[src/hw/rtl/slrc_pkg.sv]
// Shared types and constants of the set-associative write-back cache controller.
// No dependencies; imported by every module of the block.
`default_nettype none
package slrc_pkg;

    // Width of the block addresses on the result channel.
    localparam int BLOCK_W = 27;

    // Access kinds.
    localparam logic ACT_READ  = 1'b0;
    localparam logic ACT_WRITE = 1'b1;

    // Back-end sequencer states.
    typedef enum logic [2:0] {
        ST_CLEAR = 3'b001,
        ST_READ  = 3'b010,
        ST_LOOK  = 3'b100
    } back_state_t;

endpackage
`default_nettype wire

[src/hw/rtl/slrc_front.sv]
// Front end: accepts accesses, splits the address into set, tag and block,
// and holds them in a two-entry queue for the back end. Uses slrc_pkg.
`default_nettype none
module slrc_front #(
    parameter int SET_W  = 6,
    parameter int SET_INDEX_BITS = 6,
    parameter int TAG_W  = 21,
    parameter int BLK_W  = 27,
    parameter int BLOCK_OFFSET_BITS = 5,
    parameter int ADDRESS_BITS = 32
) (
    input  wire logic              aclk,
    input  wire logic              aresetn,
    input  wire logic              s_valid,
    output logic                   s_ready,
    input  wire logic              s_action,
    input  wire logic [31:0]       s_address,
    output logic                   q_valid,
    input  wire logic              q_ready,
    output logic                   q_write,
    output logic [SET_W-1:0]       q_set,
    output logic [TAG_W-1:0]       q_tag,
    output logic [BLK_W-1:0]       q_block
);
    import slrc_pkg::*;

    logic                   wr_ptr_reg, rd_ptr_reg;
    logic [1:0]             cnt_reg;
    logic [1:0]             ent_write_reg;
    logic [1:0][SET_W-1:0]  ent_set_reg;
    logic [1:0][TAG_W-1:0]  ent_tag_reg;
    logic [1:0][BLK_W-1:0]  ent_block_reg;
    logic [BLK_W-1:0]       block;
    logic                   push, pop;

    assign block   = s_address[ADDRESS_BITS-1:BLOCK_OFFSET_BITS];
    assign s_ready = (cnt_reg != 2'd2);
    assign q_valid = (cnt_reg != 2'd0);
    assign push    = s_valid && s_ready;
    assign pop     = q_valid && q_ready;

    assign q_write = ent_write_reg[rd_ptr_reg];
    assign q_set   = ent_set_reg[rd_ptr_reg];
    assign q_tag   = ent_tag_reg[rd_ptr_reg];
    assign q_block = ent_block_reg[rd_ptr_reg];

    always_ff @(posedge aclk) begin
        if (!aresetn) begin
            wr_ptr_reg <= 1'b0;
            rd_ptr_reg <= 1'b0;
            cnt_reg    <= '0;
        end else begin
            if (push) wr_ptr_reg <= ~wr_ptr_reg;
            if (pop)  rd_ptr_reg <= ~rd_ptr_reg;
            if (push && !pop) cnt_reg <= cnt_reg + 2'd1;
            else if (pop && !push) cnt_reg <= cnt_reg - 2'd1;
        end
    end

    always_ff @(posedge aclk) begin
        if (push) begin
            ent_write_reg[wr_ptr_reg] <= (s_action == ACT_WRITE);
            ent_set_reg[wr_ptr_reg]   <= (SET_INDEX_BITS > 0) ? SET_W'(block) : '0;
            ent_tag_reg[wr_ptr_reg]   <= TAG_W'(block >> SET_INDEX_BITS);
            ent_block_reg[wr_ptr_reg] <= block;
        end
    end

endmodule
`default_nettype wire

[config.mk]
export PLATFORM = sky130hd
export DESIGN_NAME = slrc_front
export DESIGN_NICKNAME = d
export VERILOG_FILES = /design/src/hw/rtl/slrc_pkg.sv /design/src/hw/rtl/slrc_front.sv
export SDC_FILE = /design/constraint.sdc
export NUM_CORES = 1
export LEC_CHECK = 0
export ABC_AREA = 1
export BUFFER_PORTS_ARGS = -buffer_cell sky130_fd_sc_hd__buf_2
export CORE_UTILIZATION = 40
export CTS_BUF_LIST = sky130_fd_sc_hd__clkbuf_2
export CTS_CLUSTER_DIAMETER = 80
export DETAILED_ROUTE_END_ITERATION = 10
export PLACE_DENSITY = 0.68
export RECOVER_POWER = 25
export SLEW_MARGIN = 5
export SYNTH_ARGS = -nofsm -noshare
export SYNTH_HDL_FRONTEND = slang
export SYNTH_SLANG_ARGS = --single-unit
[constraint.sdc]
create_clock -name aclk -period 3.01 [get_ports aclk]
set_input_delay 0.602 -clock aclk [delete_from_list [all_inputs] [get_ports aclk]]
set_output_delay 0.602 -clock aclk [all_outputs]
set_load 0.02 [all_outputs]
==> run summary <==
Synthesis Warnings = 0
Setup bufs post-CTS = 0
DRC Markers = 0
Final WS setup = 0.8582 ns
Post-Route WL = 3.965 mm
Peak VDD IR = 0.3463 mV
ANT nets after route = 0
Comb power frac = 40.8%
Sw Pwr = 1008 µW
Core area = 5921 µm²
Sw frac = 40.97%
Drt first pass iters = 4
I/O pins = 94
Layout Nets = 312
Post-CTS sizing = 0
Port Buffers = 88
F_max = 464.7 MHz
Synthesis-to-layout area growth = 15.34%
CP Cell Sequence = inv_2 > nand2_1 > nand2_1 > buf_2
DIE AREA = 6477 µm²
Synth async-reset ratio = 0%
Average cell area after synthesis = 11.90 µm²
Main synth FF type = edfxtp_1
Tightest Pin Transition = 0.8693 ns
Max-slew headroom = 41.91%
Seq/Total Area, Yosys = 71.51%
Yosys cell types = 16
Final HPWL DP = 2.480 mm
Pleak = 0.001281 µW
Sink Count = 60
RD Place Congestion = 0.7637
Wire per inst = 11.20 µm
RSZ-0062 raised after global routing = no
TritonCTS clock tree = yes
Top cells by area, synth = edfxtp_1, nand2_1, buf_4
Clk root buf = clkbuf_2
Row count = 28
Worst skew pair latency = 0.44 ns
Synthesized instance count = 207
Fin Clk Skew = 0.01311 ns
Initial DRC Count = 56
Clock power frac = 14.8%
First-pass GRT wire length = 6.223 mm
H-tree depth = 3
Flop and latch count out of synthesis = 60
Max Slew Vio Count = 0
Most frequent cell after synthesis = nand2_1
Tot Pwr = 2459 µW
Grt total ovfl = 0
Hold_buf cts = 0
Final Cycle Share = 71.49%
Initial antenna violation count = 0
Vias = 1,518
Outcome = finished clean
GRT Overall Usage = 13.73%
Biggest area consumer among synthesized cells = edfxtp_1
EDFF count, synth = 56
Setup CP Type = register to output port
Starting Density = 41.61%
Num CTS Buffers = 9
Storage element area = 1762 µm²
Diode count = 0
Max cap viols = 0
Die Wd = 80.48 µm
Final setup violation count = 0
Die Ht = 80.48 µm
Syn_nets = 245
Clock slew at reported path FFs = 0.15 ns
Commonest cells post-synth = nand2_1, edfxtp_1, buf_4
Largest fanout on the critical path = 29
Pre-CTS WS = 1.121 ns
Pin count of the biggest net entering global routing = 30
Startpoint types = register
Fin. Hold Viols = 0
Min-delay worst type = input pin to register
Drt via density = 4.288
Most used cell along the critical path = nand2_1
Vias in the first global route = 1,401
Slowest cell delay on critical path = 0.39 ns
FILL cells = 543
Crit path max-delay cell type = inv_2
Synth top area share = 68.26%
Clk buf depth = 2
Final Critical Period = 2.152 ns
Synthesized area = 2464 µm²
Area of the multi-input gates = 436.7 µm²
Crit path required time = 2.41 ns
Layout cell share with drive strength beyond 1 = 37.63%
Cell-internal power = 1452 µW
PwrDens = 865.4 nW/µm²
Crit path DAT = 1.55 ns
Crit. End Element = output port
Max FFs per register = 23
TNS Setup = 0 ns
Register share of total power = 44.4%
-- worst max-delay path: cells and delay by family (launching register included) --
kind	cells	cell delay (ns)
DFF	1	0.34
buffers and inverters	2	0.56
and+or+nand+nor	2	0.21
-- layer usage --
layer  track usage (%)  routed length (µm)
met5                 0                   0
met1             14.17                1662
met2             22.46                1889
met4             9.821                  73
met3             5.568                 339
-- cell usage in the layout (no fill, tap or decap) --
cell	instances
a21oi_1	2
buf_2	83
buf_4	1
clkbuf_1	5
clkbuf_2	12
clkinv_1	2
clkinv_2	2
dfxtp_1	4
edfxtp_1	56
ha_1	1
inv_1	5
inv_2	3
nand2_1	90
nand2_2	2
nand3_1	1
nand4_1	1
nor2_1	4
nor2_4	2
o21ai_0	2
o21ai_1	1
-- power groups by stage --
stage	Clock (µW)	Combinational, µW	Sequential [µW]
2_1_floorplan	0	855	1110
3_3_place_gp	0	1010	1110
3_5_place_dp	0	1020	1110
4_1_cts	382	1020	1090
5_1_grt	415	1120	1110
6_report	363	1000	1090
-- stage by stage --
step	hold slack, ns	utilization, %	area, µm²	std cells
finish	0.3328	47.99	2841	354
global route	0.2681	47.99	2841	354
CTS	0.2729	48.10	2848	354
detailed placement	0.4951	46.79	2770	338
global placement	0.4742	46.79	2770	338
floorplan	0.4542	-	2464	207
-- final timing paths --
kind,from,slack (ns),to,cells after the start
worst max-delay path,rd_ptr_reg,0.86,q_tag[19],4
worst min-delay path,s_address[26],0.33,ent_tag_reg[36],1
worst max register to register,cnt_reg[0],1.31,ent_tag_reg[21],4
worst min register to register,cnt_reg[0],0.53,cnt_reg[0],1
-- kinds of logic after synthesis --
logic type	after synthesis	share of synthesized area, %
adders and majority gates	1	0.5078
and+or+nand+nor	100	15.59
AOI/OAI and AO/OA	5	1.016
buffers and inverters	41	11.38
DFF	60	71.51
-- final cells by class --
cell class / instances / share of cell area, %
timing repair buffer: 89 / 15.54
inverter: 8 / 1.057
tap: 75 / 3.303
clock buffer: 12 / 2.114
sequential: 60 / 62.00
multi-input combinational: 106 / 15.37
clock inverter: 4 / 0.6165
No activity file was read; power rests on OpenSTA's default activity.
